**src/tlux_pkg.sv**
```systemverilog
package tlux_pkg;

  // Defaults for the top-level parameters
  localparam int unsigned POWER_TABLE_ENTRIES_DEF = 256;
  localparam int unsigned LUX_FRACTION_BITS_DEF   = 16;

  // Field widths
  localparam int unsigned COUNT_W = 16;
  localparam int unsigned RATIO_W = 17;
  localparam int unsigned LUX_W   = 27;
  localparam int unsigned BAND_W  = 3;
  localparam int unsigned POW_W   = 16;
  localparam int unsigned COEF_W  = 28;
  localparam int unsigned PROD_W  = 44;

  // Ratio band edges, Q16
  localparam logic [RATIO_W-1:0] EDGE_050 = 17'd32768;
  localparam logic [RATIO_W-1:0] EDGE_061 = 17'd39977;
  localparam logic [RATIO_W-1:0] EDGE_080 = 17'd52429;
  localparam logic [RATIO_W-1:0] EDGE_130 = 17'd85197;

  // Formula coefficients, Q32
  localparam logic [COEF_W-1:0] C0304  = 28'd130567006;
  localparam logic [COEF_W-1:0] C062   = 28'd266287972;
  localparam logic [COEF_W-1:0] C0224  = 28'd96207267;
  localparam logic [COEF_W-1:0] C031   = 28'd133143986;
  localparam logic [COEF_W-1:0] C0128  = 28'd54975581;
  localparam logic [COEF_W-1:0] C0153  = 28'd65713000;
  localparam logic [COEF_W-1:0] C00146 = 28'd6270652;
  localparam logic [COEF_W-1:0] C00112 = 28'd4810363;

  localparam logic [LUX_W-1:0] LUX_MAX = 27'd134217727;

  // Band codes
  localparam logic [BAND_W-1:0] BAND_NONE = 3'd0;
  localparam logic [BAND_W-1:0] BAND_LOW  = 3'd1;
  localparam logic [BAND_W-1:0] BAND_MID1 = 3'd2;
  localparam logic [BAND_W-1:0] BAND_MID2 = 3'd3;
  localparam logic [BAND_W-1:0] BAND_HIGH = 3'd4;

  // Power table entry: largest p with p^5 * (4n)^7 <= (2k+1)^7 * 2^80
  function automatic logic [POW_W-1:0] power_entry(input int unsigned k,
                                                   input int unsigned n);
    logic [191:0] rhs;
    logic [191:0] lhs;
    int unsigned  lo;
    int unsigned  hi;
    int unsigned  mid;
    rhs = 192'd1;
    for (int i = 0; i < 7; i++) rhs = rhs * 192'(2 * k + 1);
    rhs = rhs << 80;
    lo = 0;
    hi = 65535;
    for (int it = 0; it < 18; it++) begin
      if (lo < hi) begin
        mid = (lo + hi + 1) >> 1;
        lhs = 192'd1;
        for (int i = 0; i < 5; i++) lhs = lhs * 192'(mid);
        for (int i = 0; i < 7; i++) lhs = lhs * 192'(4 * n);
        if (lhs <= rhs) lo = mid;
        else hi = mid - 1;
      end
    end
    return lo[POW_W-1:0];
  endfunction

endpackage

```
**src/tlux_div.sv**
```systemverilog
module tlux_div import tlux_pkg::*; (
  input  logic               clk,
  input  logic               rst_n,
  input  logic               en,
  input  logic               in_valid,
  input  logic [COUNT_W-1:0] in_bb,
  input  logic [COUNT_W-1:0] in_ir,
  output logic               out_valid,
  output logic [COUNT_W-1:0] out_bb,
  output logic [COUNT_W-1:0] out_ir,
  output logic [RATIO_W-1:0] out_quot,
  output logic               out_ovf
);

  logic               v_r   [RATIO_W];
  logic               ovf_r [RATIO_W];
  logic [COUNT_W-1:0] bb_r  [RATIO_W];
  logic [COUNT_W-1:0] ir_r  [RATIO_W];
  logic [COUNT_W-1:0] rem_r [RATIO_W];
  logic [RATIO_W-1:0] q_r   [RATIO_W];

  // One quotient bit per stage, most significant first
  for (genvar j = 0; j < RATIO_W; j++) begin : g_stage
    logic               v_in;
    logic               ovf_in;
    logic [COUNT_W-1:0] bb_in;
    logic [COUNT_W-1:0] ir_in;
    logic [COUNT_W-1:0] rem_in;
    logic [RATIO_W-1:0] q_in;
    logic               dbit;
    logic [COUNT_W:0]   trial;
    logic               ge;
    logic [COUNT_W-1:0] rem_nxt;
    logic [RATIO_W-1:0] q_nxt;

    if (j == 0) begin : g_first
      // Quotient fits 17 bits only when ir < 2*bb; this also flags bb == 0
      assign v_in   = in_valid;
      assign bb_in  = in_bb;
      assign ir_in  = in_ir;
      assign rem_in = {1'b0, in_ir[COUNT_W-1:1]};
      assign q_in   = '0;
      assign ovf_in = ({1'b0, in_ir} >= {in_bb, 1'b0});
      assign dbit   = in_ir[0];
    end else begin : g_next
      assign v_in   = v_r[j-1];
      assign bb_in  = bb_r[j-1];
      assign ir_in  = ir_r[j-1];
      assign rem_in = rem_r[j-1];
      assign q_in   = q_r[j-1];
      assign ovf_in = ovf_r[j-1];
      assign dbit   = 1'b0;
    end

    // Trial subtract
    always_comb begin
      trial   = {rem_in, dbit};
      ge      = (trial >= {1'b0, bb_in});
      rem_nxt = ge ? COUNT_W'(trial - {1'b0, bb_in}) : trial[COUNT_W-1:0];
      q_nxt   = q_in;
      q_nxt[RATIO_W-1-j] = ge;
    end

    always_ff @(posedge clk) begin
      if (!rst_n) begin
        v_r[j] <= 1'b0;
      end else if (en) begin
        v_r[j] <= v_in;
      end
    end

    always_ff @(posedge clk) begin
      if (en) begin
        ovf_r[j] <= ovf_in;
        bb_r[j]  <= bb_in;
        ir_r[j]  <= ir_in;
        rem_r[j] <= rem_nxt;
        q_r[j]   <= q_nxt;
      end
    end
  end

  assign out_valid = v_r[RATIO_W-1];
  assign out_bb    = bb_r[RATIO_W-1];
  assign out_ir    = ir_r[RATIO_W-1];
  assign out_quot  = q_r[RATIO_W-1];
  assign out_ovf   = ovf_r[RATIO_W-1];

endmodule

```
**config.mk**
```make
export PLATFORM = sky130hd
export DESIGN_NAME = tlux_div
export DESIGN_NICKNAME = d
export VERILOG_FILES = /design/src/tlux_pkg.sv /design/src/tlux_div.sv
export SDC_FILE = /design/constraint.sdc
export NUM_CORES = 1
export LEC_CHECK = 0
export ABC_CLOCK_PERIOD_IN_PS = 2800
export BUFFER_PORTS_ARGS = -buffer_cell sky130_fd_sc_hd__buf_2
export CAP_MARGIN = 20
export CORE_MARGIN = 10
export CORE_UTILIZATION = 45
export DETAILED_ROUTE_END_ITERATION = 16
export SYNTH_ARGS = -nofsm -noshare
export SYNTH_HDL_FRONTEND = slang
export SYNTH_SLANG_ARGS = --single-unit
```
**constraint.sdc**
```tcl
create_clock -name clk -period 2.8 [get_ports clk]
set_input_delay 0.28 -clock clk [delete_from_list [all_inputs] [get_ports clk]]
set_output_delay 0.28 -clock clk [all_outputs]
set_load 0.01 [all_outputs]
```
==> results of run 1 <==
## worst register-to-register path: stages (launching register included)
cell,delay [ns]
edfxtp_1,0.43
ha_4,0.27
buf_6,0.12
a21o_1,0.18
a21oi_4,0.16
nand3_2,0.11
a221oi_4,0.30
nand3b_4,0.11
a2111oi_4,0.35
o31ai_4,0.13
buf_12,0.18
mux2_4,0.30
## what timing repair did
action | 4_1_cts | 5_1_grt
pin swaps | 48 | 93
setup endpoints to repair | 147 | 222
hold endpoints to repair | 50 | 0
gates cloned | 4 | 7
gates resized for setup | 111 | 204
hold buffers | 35 | 0
buffers inserted | 31 | 42
## power by group
group          switching, uW  leakage (uW)  internal (uW)  total (uW)
Combinational          12000        0.0111          13600       25600
Clock                   5580       0.00155           7330       12900
Sequential              1480       0.00967          20400       21900
## per-stage QoR
stage | hold WS, ns | util (%)
after floorplan | 0.379 | -
after global placement | 0.400 | 49.9
after detailed placement | 0.405 | 49.9
after CTS | 0.275 | 54.2
after global routing | 0.300 | 55.7
final | 0.336 | 55.7
## registers in the layout, indices dropped and copies added (netlist names)
name and count:
rem_r 256, ovf_r 17, v_r 17, q_r 153, ir_r 272, bb_r 272
## routing by layer
metal / track usage [%] / share of wire [%] / up-vias / routed length [microns]
met4: 5.34 / 3.5 / 0 / 2920
met1: 17.7 / 44 / 12800 / 37000
met5: 0 / 0 / - / 0
met2: 24.1 / 49 / 408 / 41300
met3: 2.36 / 3.7 / 170 / 3160
li1: - / - / 13400 / -
## final cells by class
type                            count  area share, %
Clock buffer                      126           4.77
Clock inverter                     55          0.942
Inverter                          342           2.31
Multi-Input combinational cell   1934           28.4
Sequential cell                   987           53.0
Tap cell                         1357           3.04
Timing Repair Buffer              503           7.58
## worst paths after layout
| path | start | end | slack (ns) | cells past startpoint |
|---|---|---|---|---|
| worst max-delay path | rem_r[0][3] | rem_r[0][24] | -0.09 | 11 |
| worst min-delay path | in_bb[12] | bb_r[0][12] | 0.34 | 2 |
| worst max register to register | rem_r[0][3] | rem_r[0][24] | -0.09 | 11 |
| worst min register to register | bb_r[0][132] | bb_r[0][148] | 0.40 | 0 |
## kinds of logic after synthesis
logic type / synth area share [%]
DFF: 64.9
muxes: 3.53
and+or+nand+nor: 6.82
AOI/OAI and AO/OA: 9.63
buffers and inverters: 3.48
xor gates and xnor gates: 3.14
adders and majority gates: 8.54
## placed cells by master, fill, tap and decap left out, types with 23 or more instances in the layout
| cell | n |
|---|---|
| xor2_1 | 69 |
| xnor2_1 | 95 |
| clkbuf_1 | 23 |
| dlygate4sd3_1 | 35 |
| ha_1 | 256 |
| buf_12 | 25 |
| nand2_1 | 144 |
| nor2_1 | 204 |
| o21ai_0 | 108 |
| nand2b_1 | 30 |
| nor3_1 | 47 |
| nand3_1 | 31 |
| a21o_1 | 61 |
| mux2_2 | 83 |
| clkbuf_16 | 110 |
| a21oi_1 | 186 |
| inv_1 | 324 |
| edfxtp_1 | 986 |
| ha_4 | 30 |
| buf_2 | 85 |
| and3_1 | 25 |
| mux2_4 | 47 |
| nor2b_1 | 31 |
| buf_4 | 331 |
| nand4_1 | 40 |
| o21a_1 | 56 |
==> impl_metrics.tcl, run 1 <==
set metrics [dict create \
    status "complete, but fails checks" \
    failed_checks "negative setup slack" \
    place_ws_ns -0.335 \
    wl_per_cell_microns 15.9 \
    yosys.area.top_type "edfxtp_1" \
    wl_microns 84400 \
    antenna_found_initial 0 \
    firstDrtPassIters 6 \
    synthesis.area_sq_um 45700 \
    drive_gt1_share_pct 24.1 \
    final_area_sq_um 55900 \
    cts.sinks 987 \
    clk_pin_slew_worst_paths_ns 0.06 \
    grt_first_pass_wirelength_microns 134000 \
    crit_fanout 15 \
    power.total_uw 60400 \
    vias 26800 \
    synth_area_leaders "edfxtp_1 (65%), ha_1 (7.8%), mux2_2 (3.0%)" \
    period_share_pct 103 \
    dpl.hpwl_microns 57000 \
    synth_cells 3319 \
    ys_seq_elements 987 \
    peakVddDrop_uv 640 \
    fin_cells 5304 \
    min_path_type "input pin to register" \
    grt_pass1_vias 26500 \
    max_slew.worst_pin.slew_ns 0.905 \
    worstPathArrival_ns 3.32 \
    placed_area_sq_um 50100 \
    crit_buf_inv 2 \
    fin_crit_ns 2.89 \
    fp.dieW_microns 339 \
    hold_viol 0 \
    synth_flop_cell "edfxtp_1" \
    synth_edf_count 986 \
    grt_setup_unrepaired "yes" \
    endpoint_kind "register" \
    cts_tree "built" \
    clock.fmax_ghz 0.345 \
    setup_viol 23 \
    area_delta_synth_final_pct 22.4 \
    pin_count 87 \
    fp.coreArea_sq_um 100000 \
    crit_chain "ha_4 > buf_6 > a21o_1 > a21oi_4 > nand3_2 > a221oi_4 > nand3b_4 > a2111oi_4 > o31ai_4 > buf_12 > mux2_4" \
    drtIter0Drc 1481 \
    cts_buffers 103 \
    die_area_sq_um 115000 \
    relSlewSlack_pct 39.6 \
    start_kind "register" \
    drv_slew 0 \
    num_rows 116 \
    crit_family "compound AO/OA/AOI/OAI gates" \
    synth_area_per_cell_sq_um 13.8 \
    required_ns 3.22 \
    grt_overflow 0 \
    ys_types 78 \
    worstSetupPathType "register to register" \
    final-seq-area_sq_um 29600 \
    drc 0 \
    synth-seq-area-share_pct 64.9 \
    initial_core_util_pct 45.5 \
    slowest_delay_ns 0.43 \
    ctsRootBufferMaster "clkbuf_16" \
    ant_nets 0 \
    p_leak_uw 0.0223 \
    dieHeight_microns 339 \
    synth_top_area_share_pct 64.8 \
    synth-async-reset-ratio_pct 0 \
    yosysWarnings 0 \
    cp_slowest_cell "edfxtp_1" \
    htree_levels 3 \
    io_buffers 86 \
    diodes 0 \
    pwr_density_cell_nw_per_um2 1080 \
    maxCapViolations 0 \
    synth_common_cells "edfxtp_1 (986), inv_1 (340), ha_1 (286), nor2_1 (212), a21oi_1 (206)" \
    clockBufferDepth 3 \
    fin_tns_setup_ns -1.39 \
    grt_max_degree 166 \
    routed_via_density 5.06 \
    synth_most_common_cell "edfxtp_1" \
    grt_util_all_layers_pct 14.1 \
    gp_congestion 0.846 \
    final_nets 4209 \
    multiInputGateArea_sq_um 15900 \
    fill_cells 8186 \
    layout_setup_ws_ns -0.0947 \
    fin_worst_skew_ns 0.0610 \
    dpl.cell_count 5011 \
    clkLatencyLatePin_ns 0.69 \
    syn-num-nets 3657 \
]
(Power assumes the default switching activity.)
==> run 2: changes to the inputs <==
--- a/config.mk
+++ b/config.mk
@@ -9,8 +9,9 @@
 export BUFFER_PORTS_ARGS = -buffer_cell sky130_fd_sc_hd__buf_2
 export CAP_MARGIN = 20
 export CORE_MARGIN = 10
-export CORE_UTILIZATION = 45
+export CORE_UTILIZATION = 57
 export DETAILED_ROUTE_END_ITERATION = 16
+export PLACE_DENSITY = 0.76
 export SYNTH_ARGS = -nofsm -noshare
 export SYNTH_HDL_FRONTEND = slang
 export SYNTH_SLANG_ARGS = --single-unit
==> impl_metrics.tcl, run 2 (synthesis results as in run 1) <==
set metrics [dict create \
    status "complete, but fails checks" \
    failed_checks "negative setup slack" \
    num_rows 103 \
    firstDrtPassIters 6 \
    cts.sinks 987 \
    dieHeight_microns 303 \
    drc 0 \
    fill_cells 5071 \
    crit_fanout 2 \
    min-delay-start "en" \
    met2_usage_pct 33.9 \
    initial_core_util_pct 57.6 \
    grt_setup_unrepaired "yes" \
    max_slew.worst_pin.slew_ns 0.732 \
    clk_pin_slew_worst_paths_ns 0.06 \
    antenna_found_initial 0 \
    clockBufferDepth 3 \
    ant_nets 0 \
    clkLatencyLatePin_ns 0.69 \
    fin_tns_setup_ns -2.13 \
    use_met1_pct 23.8 \
    grt_max_degree 131 \
    setup_viol 43 \
    htree_levels 3 \
    relSlewSlack_pct 51.2 \
    area_delta_synth_final_pct 20.7 \
    clock.fmax_ghz 0.344 \
    drive_gt1_share_pct 23.0 \
    maxCapViolations 0 \
    min_path_type "input pin to register" \
    drv_slew 0 \
    period_share_pct 104 \
    peakVddDrop_uv 594 \
    grt_use_met3_pct 2.70 \
    required_ns 3.17 \
    pin_count 87 \
    wl_microns 92700 \
    busiest_layer "met2" \
    endpoint_kind "register" \
    place_ws_ns -0.333 \
    final_nets 4159 \
    gp_congestion 0.881 \
    diodes 0 \
    cts_buffers 98 \
    grt_overflow 0 \
    hold_viol 0 \
    layout_commonest_cell "edfxtp_1" \
    crit_chain "fa_2 > nor2b_4 > o31ai_4 > a2111oi_4 > buf_4 > nor2_2 > a211o_1 > o21a_1 > xnor2_1 > mux2_2" \
    grt_util_all_layers_pct 19.1 \
    pwr_density_cell_nw_per_um2 1100 \
    wl_per_cell_microns 18.7 \
    reg_top3 "bb_r: 272 flops, ir_r: 272 flops, rem_r: 256 flops" \
    layout_common_cells "edfxtp_1 (986), inv_1 (327), buf_4 (290), ha_1 (260), nor2_1 (211)" \
    final_util_pct 69.6 \
    ctsRootBufferMaster "clkbuf_16" \
    vias 27700 \
    cp_slowest_cell "fa_2" \
    io_buffers 86 \
    p_leak_uw 0.0221 \
    worstPathArrival_ns 3.28 \
    cts_tree "built" \
    dpl.cell_count 4671 \
    slowest_delay_ns 0.45 \
    routed_via_density 5.59 \
    fp.dieW_microns 303 \
    fin_cells 4950 \
    dpl.hpwl_microns 58800 \
    r2r-start "bb_r[0][80]" \
    fin_worst_skew_ns 0.0693 \
    fp.coreArea_sq_um 79300 \
    crit_start "bb_r[0][80]" \
    grt_first_pass_wirelength_microns 141000 \
    drtIter0Drc 2039 \
    start_kind "register" \
    die_area_sq_um 91900 \
    worstSetupPathType "register to register" \
    fin_crit_ns 2.91 \
    layout_setup_ws_ns -0.109 \
    grt_pass1_vias 27200 \
]
run 2: cell count changes in the layout (fill, tap and decap cells not counted), sizes merged:
cell and change:
clkinv -3, dlygate4sd3 -1, clkbuf -8, buf -44, inv -2, bufinv +13
bufbuf -2
run 2: report_power, final:
group / leakage, uW / switching (uW) / internal (uW)
logic: 0.0108 / 12300 / 12700
clock network: 0.00167 / 5640 / 8240
registers: 0.00967 / 1560 / 20400
run 2: metrics by stage:
stage	power (uW)	area, sq um	hold slack (ns)
finish	60900	55100	0.0776
global route	64200	55100	0.0777
CTS	58400	53800	0.0628
detailed placement	43300	49500	0.405
global placement	42700	49500	0.400
floorplan	36300	45700	0.379
run 2: worst max-delay path, delay by kind of cell, from the launching register on:
kind,cells,cell delay [ns]
xor+xnor,1,0.11
fa+ha+maj,1,0.45
compound gates,4,1.02
simple gates,2,0.19
buf+inv,1,0.18
flops,1,0.42
mux,1,0.26
run 2: path summary, 6_finish.rpt:
check	end	slack (ns)	depth (start not counted)
worst max register to register	rem_r[0][110]	-0.11	10
worst min-delay path	rem_r[0][106]	0.08	1
worst max-delay path	rem_r[0][110]	-0.11	10
worst min register to register	ir_r[0][158]	0.39	0
run 2: per-layer routing:
| layer | vias up | routed length, microns |
|---|---|---|
| met4 | 0 | 2620 |
| met2 | 696 | 47400 |
| met3 | 193 | 4490 |
| met1 | 13500 | 38200 |
| li1 | 13300 | - |
| met5 | - | 0 |
run 2: timing repair:
item | CTS | global route
setup endpoints to repair | 137 | 196
hold buffers | 34 | 0
hold endpoints to repair | 43 | 0
resized for setup | 93 | 185
pin swaps | 28 | 78
setup buffers | 22 | 36
gates cloned | 1 | 9
run 2: area by class of cell:
| class | count | area, sq um | area share, % |
|---|---|---|---|
| flip-flops and latches | 987 | 29600 | 53.7 |
| multi-input cells | 1934 | 15600 | 28.4 |
| repair buffers | 458 | 3820 | 6.93 |
| clock buffers | 116 | 2520 | 4.57 |
| well taps | 1050 | 1310 | 2.38 |
| inverters | 342 | 1290 | 2.33 |
| clock inverters | 63 | 928 | 1.68 |
